### config.mk
export PLATFORM = sky130hd
export DESIGN_NAME = grdda_cast
export DESIGN_NICKNAME = d
export VERILOG_FILES = /design/src/design/grdda_pkg.sv /design/src/design/grdda_div.sv /design/src/design/grdda_cast.sv
export SDC_FILE = /design/constraint.sdc
export NUM_CORES = 2
export LEC_CHECK = 0
export BUFFER_PORTS_ARGS = -buffer_cell sky130_fd_sc_hd__buf_2
export CAP_MARGIN = 10
export CORE_ASPECT_RATIO = 0.75
export CORE_UTILIZATION = 45
export DETAILED_ROUTE_END_ITERATION = 8
export SLEW_MARGIN = 20
export SYNTH_ARGS = -nofsm -noshare
export SYNTH_HDL_FRONTEND = slang
export SYNTH_SLANG_ARGS = --single-unit
### constraint.sdc
create_clock -name clk_i -period 9.1 [get_ports clk_i]
set_input_delay 1.82 -clock clk_i [delete_from_list [all_inputs] [get_ports clk_i]]
set_output_delay 1.82 -clock clk_i [all_outputs]
set_load 0.01 [all_outputs]
### src/design/grdda_pkg.sv
package grdda_pkg;

  localparam int unsigned SCREEN_WIDTH_DEF = 640;
  localparam int unsigned MAP_SIDE_MAX_DEF = 64;

  localparam logic [27:0] DIST_MAX = 28'hFFF_FFFF;

  localparam logic [2:0] REG_POS_X      = 3'd0;
  localparam logic [2:0] REG_POS_Y      = 3'd1;
  localparam logic [2:0] REG_DIR_X      = 3'd2;
  localparam logic [2:0] REG_DIR_Y      = 3'd3;
  localparam logic [2:0] REG_PLANE_X    = 3'd4;
  localparam logic [2:0] REG_PLANE_Y    = 3'd5;
  localparam logic [2:0] REG_MAP_WIDTH  = 3'd6;
  localparam logic [2:0] REG_MAP_HEIGHT = 3'd7;

  localparam logic MODE_WRITE = 1'b0;
  localparam logic MODE_CAST  = 1'b1;

  typedef struct packed {
    logic [23:0]        pos_x;
    logic [23:0]        pos_y;
    logic signed [17:0] dir_x;
    logic signed [17:0] dir_y;
    logic signed [17:0] plane_x;
    logic signed [17:0] plane_y;
    logic [6:0]         map_width;
    logic [6:0]         map_height;
  } cfg_t;

  typedef struct packed {
    logic        hit;
    logic        side;
    logic [7:0]  end_x;
    logic [7:0]  end_y;
    logic [27:0] wall_distance;
  } res_t;

endpackage

### src/design/grdda_div.sv
module grdda_div #(
  parameter int unsigned NUM_W = 33,
  parameter int unsigned DEN_W = 30
) (
  input  logic             clk_i,
  input  logic             rst_ni,
  input  logic             start_i,
  input  logic [NUM_W-1:0] num_i,
  input  logic [DEN_W-1:0] den_i,
  output logic             done_o,
  output logic [NUM_W-1:0] quo_o
);

  localparam int unsigned CNT_W = $clog2(NUM_W + 1);

  logic             busy_q;
  logic             done_q;
  logic [CNT_W-1:0] cnt_q;
  logic [NUM_W-1:0] n_q, n_d;
  logic [DEN_W-1:0] rem_q, rem_d;
  logic [DEN_W-1:0] den_q;
  logic [DEN_W:0]   trial;
  logic             qbit;

  always_comb begin
    trial = {rem_q, n_q[NUM_W-1]};
    qbit  = (trial >= {1'b0, den_q});
    rem_d = qbit ? DEN_W'(trial - {1'b0, den_q}) : DEN_W'(trial);
    n_d   = {n_q[NUM_W-2:0], qbit};
  end

  always_ff @(posedge clk_i or negedge rst_ni) begin
    if (!rst_ni) begin
      busy_q <= 1'b0;
      done_q <= 1'b0;
      cnt_q  <= '0;
    end else begin
      done_q <= 1'b0;
      if (start_i) begin
        busy_q <= 1'b1;
        cnt_q  <= '0;
      end else if (busy_q) begin
        cnt_q <= cnt_q + CNT_W'(1);
        if (cnt_q == CNT_W'(NUM_W - 1)) begin
          busy_q <= 1'b0;
          done_q <= 1'b1;
        end
      end
    end
  end

  always_ff @(posedge clk_i) begin
    if (start_i) begin
      n_q   <= num_i;
      rem_q <= '0;
      den_q <= den_i;
    end else if (busy_q) begin
      n_q   <= n_d;
      rem_q <= rem_d;
    end
  end

  assign done_o = done_q;
  assign quo_o  = n_q;

endmodule

### src/design/grdda_cast.sv
module grdda_cast #(
  parameter int unsigned SCREEN_WIDTH = grdda_pkg::SCREEN_WIDTH_DEF,
  parameter int unsigned MAP_SIDE_MAX = grdda_pkg::MAP_SIDE_MAX_DEF
) (
  input  logic                              clk_i,
  input  logic                              rst_ni,
  input  logic                              start_i,
  input  logic [9:0]                        column_i,
  input  grdda_pkg::cfg_t                   cfg_i,
  output logic [2*$clog2(MAP_SIDE_MAX)-1:0] rd_addr_o,
  input  logic                              rd_data_i,
  output logic                              res_valid_o,
  output grdda_pkg::res_t                   res_o,
  input  logic                              res_ack_i,
  output logic                              idle_o
);

  localparam int unsigned AW = $clog2(MAP_SIDE_MAX);

  // Reciprocal of the screen width, exact for every 10-bit column.
  localparam int unsigned CAM_K  = 27 + $clog2(SCREEN_WIDTH);
  localparam int unsigned CAM_SH = CAM_K - 17;
  localparam logic [28:0] CAM_M  = 29'(((64'd1 << CAM_K) + 64'(SCREEN_WIDTH) - 64'd1)
                                       / 64'(SCREEN_WIDTH));

  typedef enum logic [3:0] {
    S_IDLE, S_CAM, S_CAMQ, S_MULX, S_RAYX, S_RAYY, S_DIVX, S_DIVY,
    S_SDX, S_SDY, S_SDI, S_STEP, S_LOOK, S_CHK, S_FIN
  } state_e;

  state_e              state_q;
  logic [9:0]          col_q;
  logic signed [28:0]  cam_q;
  logic signed [29:0]  rx_q, ry_q;
  logic [27:0]         dx_q, dy_q;
  logic [15:0]         fx_q, fy_q;
  logic [9:0]          mx_q, my_q;
  logic [39:0]         distx_q, disty_q;
  logic signed [57:0]  prod_q;
  logic                side_q, hit_q;

  logic                div_start, div_done;
  logic [32:0]         div_num, div_quo;
  logic [29:0]         div_den;
  logic [27:0]         quo_sat;
  logic signed [28:0]  mul_a, mul_b;
  logic [57:0]         cam_quo;
  logic [16:0]         fterm_x, fterm_y;
  logic [24:0]         offx, offy;
  logic [9:0]          w10, h10;
  logic                outside;
  logic [39:0]         perp;

  grdda_div #(.NUM_W(33), .DEN_W(30)) u_div (
    .clk_i   (clk_i),
    .rst_ni  (rst_ni),
    .start_i (div_start),
    .num_i   (div_num),
    .den_i   (div_den),
    .done_o  (div_done),
    .quo_o   (div_quo)
  );

  always_comb begin
    offx    = 25'(cfg_i.pos_x) + 25'd32768;
    offy    = 25'(cfg_i.pos_y) + 25'd32768;
    quo_sat = (div_quo > 33'(grdda_pkg::DIST_MAX)) ? grdda_pkg::DIST_MAX : div_quo[27:0];
    cam_quo = prod_q >> CAM_SH;
    fterm_x = rx_q[29] ? {1'b0, fx_q} : 17'd65536 - {1'b0, fx_q};
    fterm_y = ry_q[29] ? {1'b0, fy_q} : 17'd65536 - {1'b0, fy_q};
    w10 = (10'(cfg_i.map_width) > 10'(MAP_SIDE_MAX)) ? 10'(MAP_SIDE_MAX)
                                                      : 10'(cfg_i.map_width);
    h10 = (10'(cfg_i.map_height) > 10'(MAP_SIDE_MAX)) ? 10'(MAP_SIDE_MAX)
                                                       : 10'(cfg_i.map_height);
    outside = mx_q[9] || my_q[9] || (mx_q >= w10) || (my_q >= h10);
    perp = side_q ? disty_q - 40'(dy_q) : distx_q - 40'(dx_q);

    div_start = 1'b0;
    div_num   = 33'h1_0000_0000;
    div_den   = rx_q[29] ? 30'(-rx_q) : 30'(rx_q);
    case (state_q)
      S_RAYY: div_start = 1'b1;
      S_DIVX: begin
        div_start = div_done;
        div_den   = ry_q[29] ? 30'(-ry_q) : 30'(ry_q);
      end
      default: ;
    endcase

    mul_a = '0;
    mul_b = '0;
    case (state_q)
      S_CAM: begin
        mul_a = $signed({19'd0, col_q});
        mul_b = $signed(CAM_M);
      end
      S_MULX: begin
        mul_a = $signed({{11{cfg_i.plane_x[17]}}, cfg_i.plane_x});
        mul_b = cam_q;
      end
      S_RAYX: begin
        mul_a = $signed({{11{cfg_i.plane_y[17]}}, cfg_i.plane_y});
        mul_b = cam_q;
      end
      S_SDX: begin
        mul_a = $signed({12'd0, fterm_x});
        mul_b = $signed({1'b0, dx_q});
      end
      S_SDY: begin
        mul_a = $signed({12'd0, fterm_y});
        mul_b = $signed({1'b0, dy_q});
      end
      default: ;
    endcase
  end

  always_ff @(posedge clk_i or negedge rst_ni) begin
    if (!rst_ni) begin
      state_q <= S_IDLE;
      hit_q   <= 1'b0;
    end else begin
      case (state_q)
        S_IDLE: if (start_i) begin
          hit_q   <= 1'b0;
          state_q <= S_CAM;
        end
        S_CAM:  state_q <= S_CAMQ;
        S_CAMQ: state_q <= S_MULX;
        S_MULX: state_q <= S_RAYX;
        S_RAYX: state_q <= S_RAYY;
        S_RAYY: state_q <= S_DIVX;
        S_DIVX: if (div_done) state_q <= S_DIVY;
        S_DIVY: if (div_done) state_q <= S_SDX;
        S_SDX:  state_q <= S_SDY;
        S_SDY:  state_q <= S_SDI;
        S_SDI:  state_q <= S_STEP;
        S_STEP: state_q <= S_LOOK;
        S_LOOK: state_q <= outside ? S_FIN : S_CHK;
        S_CHK: begin
          if (rd_data_i) begin
            hit_q   <= 1'b1;
            state_q <= S_FIN;
          end else begin
            state_q <= S_STEP;
          end
        end
        S_FIN:  if (res_ack_i) state_q <= S_IDLE;
        default: state_q <= S_IDLE;
      endcase
    end
  end

  always_ff @(posedge clk_i) begin
    prod_q <= mul_a * mul_b;
    case (state_q)
      S_IDLE: begin
        col_q <= column_i;
        mx_q  <= 10'(offx[24:16]);
        my_q  <= 10'(offy[24:16]);
        fx_q  <= offx[15:0];
        fy_q  <= offy[15:0];
      end
      S_CAMQ: cam_q <= $signed(cam_quo[28:0]) - 29'sd65536;
      S_RAYX: rx_q <= $signed({{12{cfg_i.dir_x[17]}}, cfg_i.dir_x}) + prod_q[45:16];
      S_RAYY: ry_q <= $signed({{12{cfg_i.dir_y[17]}}, cfg_i.dir_y}) + prod_q[45:16];
      S_DIVX: if (div_done) dx_q <= quo_sat;
      S_DIVY: if (div_done) dy_q <= quo_sat;
      S_SDY:  distx_q <= 40'(prod_q[45:16]);
      S_SDI:  disty_q <= 40'(prod_q[45:16]);
      S_STEP: begin
        if (distx_q < disty_q) begin
          distx_q <= distx_q + 40'(dx_q);
          mx_q    <= rx_q[29] ? mx_q - 10'd1 : mx_q + 10'd1;
          side_q  <= 1'b0;
        end else begin
          disty_q <= disty_q + 40'(dy_q);
          my_q    <= ry_q[29] ? my_q - 10'd1 : my_q + 10'd1;
          side_q  <= 1'b1;
        end
      end
      default: ;
    endcase
  end

  assign rd_addr_o   = {my_q[AW-1:0], mx_q[AW-1:0]};
  assign res_valid_o = (state_q == S_FIN);
  assign idle_o      = (state_q == S_IDLE);

  always_comb begin
    res_o.hit           = hit_q;
    res_o.side          = side_q;
    res_o.end_x         = mx_q[7:0];
    res_o.end_y         = my_q[7:0];
    res_o.wall_distance = (perp > 40'(grdda_pkg::DIST_MAX)) ? grdda_pkg::DIST_MAX
                                                             : perp[27:0];
  end

endmodule

==> flow_results.org <==
** Clocking
- Clock tree from TritonCTS :: done
- Number of levels the H-tree was split into :: 2
- The tree built by TritonCTS fans out to 427 sinks.
- Hold buffers post-CTS :: 0
- No sink is reached through more buffers than the 3 on the longest clock path.
- At the later pin of the worst-skew pair, clock insertion delay measures 0.63 ns.
- Clock transition time at the flip-flop clock pins of the worst setup and hold paths :: 0.07 ns
- The tree is rooted in a sky130_fd_sc_hd__clkbuf_16.
- Total clock buffers created by CTS :: 49

** Drt
- Met1 Routed Length :: 77,000 um
- Before antenna repair, the detailed router went through 5 iterations.
- After the first detailed-routing iteration, the DRC count stood at 3,845.
- Met3 wirelength from detailed routing :: 15,200 um
- Number of vias after detailed routing :: 42,046
- For this run, design rule violations remaining after detail routing come to 0.
- Detail-routed net length per standard cell :: 21.6 um
- WL met2 :: 69,400 um
- The highest metal layer carrying signal wires in the routed design is met4.
- After detailed routing, the total wire length is 166,000 um.
- DR vias/cell :: 5.49
- In this run the remaining antenna-violating nets after routing total 0.

** Global routing
- Global routing finished with a remaining overflow of 0.
- Wire length of the first global-routing pass :: 252,000 um
- The via count of the first global-routing pass was 41,224.
- The initial antenna violation count came to 10.
- Entering global routing, the biggest net connects 77 pins.
- Overall fraction of global-route tracks in use :: 28.8%

** Critical path
- Library cell appearing most often on the critical path :: sky130_fd_sc_hd__fa_1
- Logic depth of the worst register-to-register path :: 39
- The setup path with the least slack is of type reg2reg.
- Along the worst path, the maximum fanout reaches 7.
- Launching element type of the critical path :: flop
- Required @ worst endpoint :: 9.61 ns
- Crit path arrival time :: 9.71 ns
- For this design, the slowest cell found on the critical path is sky130_fd_sc_hd__fa_2.
- CP peak stage delay :: 0.54 ns
- Critical path endpoint category :: flop

** Yosys
- Counting flops and latches in the post-synthesis netlist gives 427.
- Summing every instance area after synthesis gives 51,600 um2.
- In the synthesized netlist the async set-or-reset flop fraction comes to 3.04%.
- Post-synthesis area per instance :: 9.14 um2
- Gate Count Post-Synth :: 5,651
- Mux cell area share after synthesis :: 1.33%
- In this run, distinct cell masters in the synthesized netlist total 99.
- Synthesized netlist net count :: 6,852
- Count of flip-flops with a built-in enable after synthesis :: 318
- Yosys printed 0 warnings.
- After synthesis, the largest family of logic cells by area is adder cells.
- In this run the biggest area consumer among cell types represents 24.3% of the synthesized area.
- Share of synthesized cell area in full adder, half adder and majority cells :: 34.6%
- For this run, the leading register cell type out of synthesis is sky130_fd_sc_hd__edfxtp_1.
- After Yosys synthesis, XOR and XNOR cells account for 5.77% of the synthesized area.
- Summing the areas of all and, or, nand and nor instances in the mapped netlist gives 14.2% of the synthesized area.
- Register area share after synthesis :: 22.8%
- Dominant cells by area after synthesis :: sky130_fd_sc_hd__fa_1, sky130_fd_sc_hd__edfxtp_1, sky130_fd_sc_hd__ha_1
- The synthesized netlist devotes 12.4% of its cell area to compound gates.
- The synthesized design spends more area on one cell type than any other, namely sky130_fd_sc_hd__fa_1.

** STA
- Setup TNS Final :: -0.232 ns
- Worst-case headroom to the max-slew limit :: 27.8%
- The number of slew-limit violations in the final report was 0.
- Setup violations remaining at the end of the flow were counted as 4.
- Max frequency :: 109 MHz
- Final critical-path required period :: 9.19 ns
- Clock skew on the completed layout was measured at 0.0342 ns.
- Setup repair after global routing could not meet its margin everywhere.
- In the post-route analysis, the smallest setup slack over all paths is -0.0930 ns.
- For the pin with the worst max-slew slack, the measured transition is 1.08 ns.
- Final worst-path cycle share :: 101%
- Number of failing hold endpoints at the final stage :: 0

** Final layout
- Layout cell share with drive strength beyond 1 :: 15.0%
- Most frequent cells in the layout :: sky130_fd_sc_hd__inv_1, sky130_fd_sc_hd__nor2_1, sky130_fd_sc_hd__fa_1
- Layout area overhead :: 15.1%
- Most common library cell in the layout ignoring fill and taps :: sky130_fd_sc_hd__inv_1
- Filler Cell Count :: 10,596
- Once layout is done, the placed cells without fillers occupy 59,400 um2.
- 0 antenna diodes ended up in the layout.
- Count of nets after finishing :: 7,298

** Floorplan
- Starting utilization of the core area :: 45.4%
- CORE AREA :: 114,000 um2
- The die is 295 um tall.
- Top-level I/O count :: 209
- Num rows :: 107
- Measured along the x axis, the die boundary spans 393 um.
- Die area :: 116,000 um2

** Power
- Leakage power total :: 0.0282 uW
- Power Dens Cells :: 143 nW/um2
- Across the VDD grid, the largest voltage drop is 0.000139 V.

** Run status
- Status :: finished, violations left
- Failing checks :: setup timing

** Flow run
- Max-Cap Viols :: 0

** Min path
- The path class of the tightest hold or removal check is reg2reg.
- WHS Path Cells :: 2

** Placement
- Worst slack at placement :: -0.649 ns
- Port Buffers :: 208
- Summing all placed instances gives a cell area of 57,100 um2.
- Total half-perimeter wirelength after legalization and detailed placement :: 137,000 um
- The congestion estimate from routability-driven global placement came to 0.954.
stage by stage:
| step | hold slack [ns] | power [uW] | util, % | cells |
|---|---|---|---|---|
| after floorplan | 0.460 | 5150 | - | 5651 |
| after global placement | 0.487 | 6320 | 50.2 | 7554 |
| after detailed placement | 0.494 | 6380 | 50.2 | 7554 |
| after CTS | 0.508 | 8480 | 52.1 | 7658 |
| after global routing | 0.520 | 9010 | 52.3 | 7663 |
| final | 0.503 | 8520 | 52.3 | 7663 |
state kept, by name, summed over array words and instances (netlist names), 30 cells and up:
signal / flops
distx_q: 40
disty_q: 40
prod_q: 33
u_div.quo_o: 33
rx_q: 30
ry_q: 30
u_div.den_q: 30
u_div.rem_q: 30
Yosys cell counts (all sizes together), types with 14 or more instances:
cell type / instances
ha: 426
mux2i: 65
a211oi: 19
o21ai: 233
and3: 25
o41ai: 19
a21oi: 340
nand2b: 80
nor2b: 44
and2: 21
fa: 626
edfxtp: 318
nor3: 75
nand3: 71
or4: 14
buf: 58
a22oi: 19
inv: 899
o211ai: 35
nor4: 27
or3: 72
xor2: 112
clkbuf: 188
a31oi: 24
o21bai: 52
or2: 31
nand4: 32
a21o: 82
nor2: 632
o31ai: 21
dfxtp: 96
nand2: 429
xnor2: 228
o21a: 29
layout make-up:
| type | instances | area (um2) | area share [%] |
|---|---|---|---|
| tap | 1526 | 1910 | 3.21 |
| sequential | 427 | 11800 | 19.9 |
| inverter | 903 | 3390 | 5.71 |
| clock buffer | 66 | 1380 | 2.33 |
| multi-input combinational | 4072 | 35900 | 60.5 |
| clock inverter | 25 | 258 | 0.434 |
| timing repair buffer | 644 | 4730 | 7.96 |
where the power goes:
part           switching (uW)  internal, uW
combinational            2070          1500
clock                     903          1160
sequential                339          2540
total                    3310          5200
critical path, delay by kind of cell, from the launching register on:
kind | cells | cell delay [ns]
AND/OR/NAND/NOR | 4 | 0.47
flip-flops | 1 | 0.52
adder cells (fa/ha/maj) | 10 | 4.06
AO/OA/AOI/OAI | 12 | 2.29
XOR/XNOR | 2 | 0.28
buffers and inverters | 11 | 1.39
what timing repair did:
| action | 4_1_cts | 5_1_grt |
|---|---|---|
| pin swaps | 79 | 29 |
| setup endpoints to repair | 23 | 21 |
| hold endpoints to repair | 0 | 0 |
| setup buffers | 14 | 5 |
| gates resized for setup | 84 | 48 |
logic make-up after synthesis:
logic type,after synthesis
AOI/OAI and AO/OA,1012
xor gates and xnor gates,340
adders and majority gates,1052
buffers and inverters,1152
DFF,427
muxes,68
and+or+nand+nor,1600
worst paths after layout:
check	slack, ns	from	endpoint
max in group asynchronous	7.74	rst_ni	u_div.busy_q
min in group asynchronous	1.08	rst_ni	u_div.cnt_q[1]
setup reg to reg	-0.09	fy_q[1]	prod_q[46]
hold reg to reg	0.50	u_div.quo_o[31]	u_div.quo_o[32]
hold / removal	0.50	u_div.quo_o[31]	u_div.quo_o[32]
setup / recovery	-0.09	fy_q[1]	prod_q[46]
routing by layer:
| layer | GRT usage, % | up-vias |
|---|---|---|
| li1 | - | 19490 |
| met1 | 44.0 | 20765 |
| met2 | 41.9 | 1612 |
| met3 | 5.35 | 179 |
| met4 | 6.63 | 0 |
| met5 | 0 | - |
No activity file was read; power rests on OpenSTA's default activity.
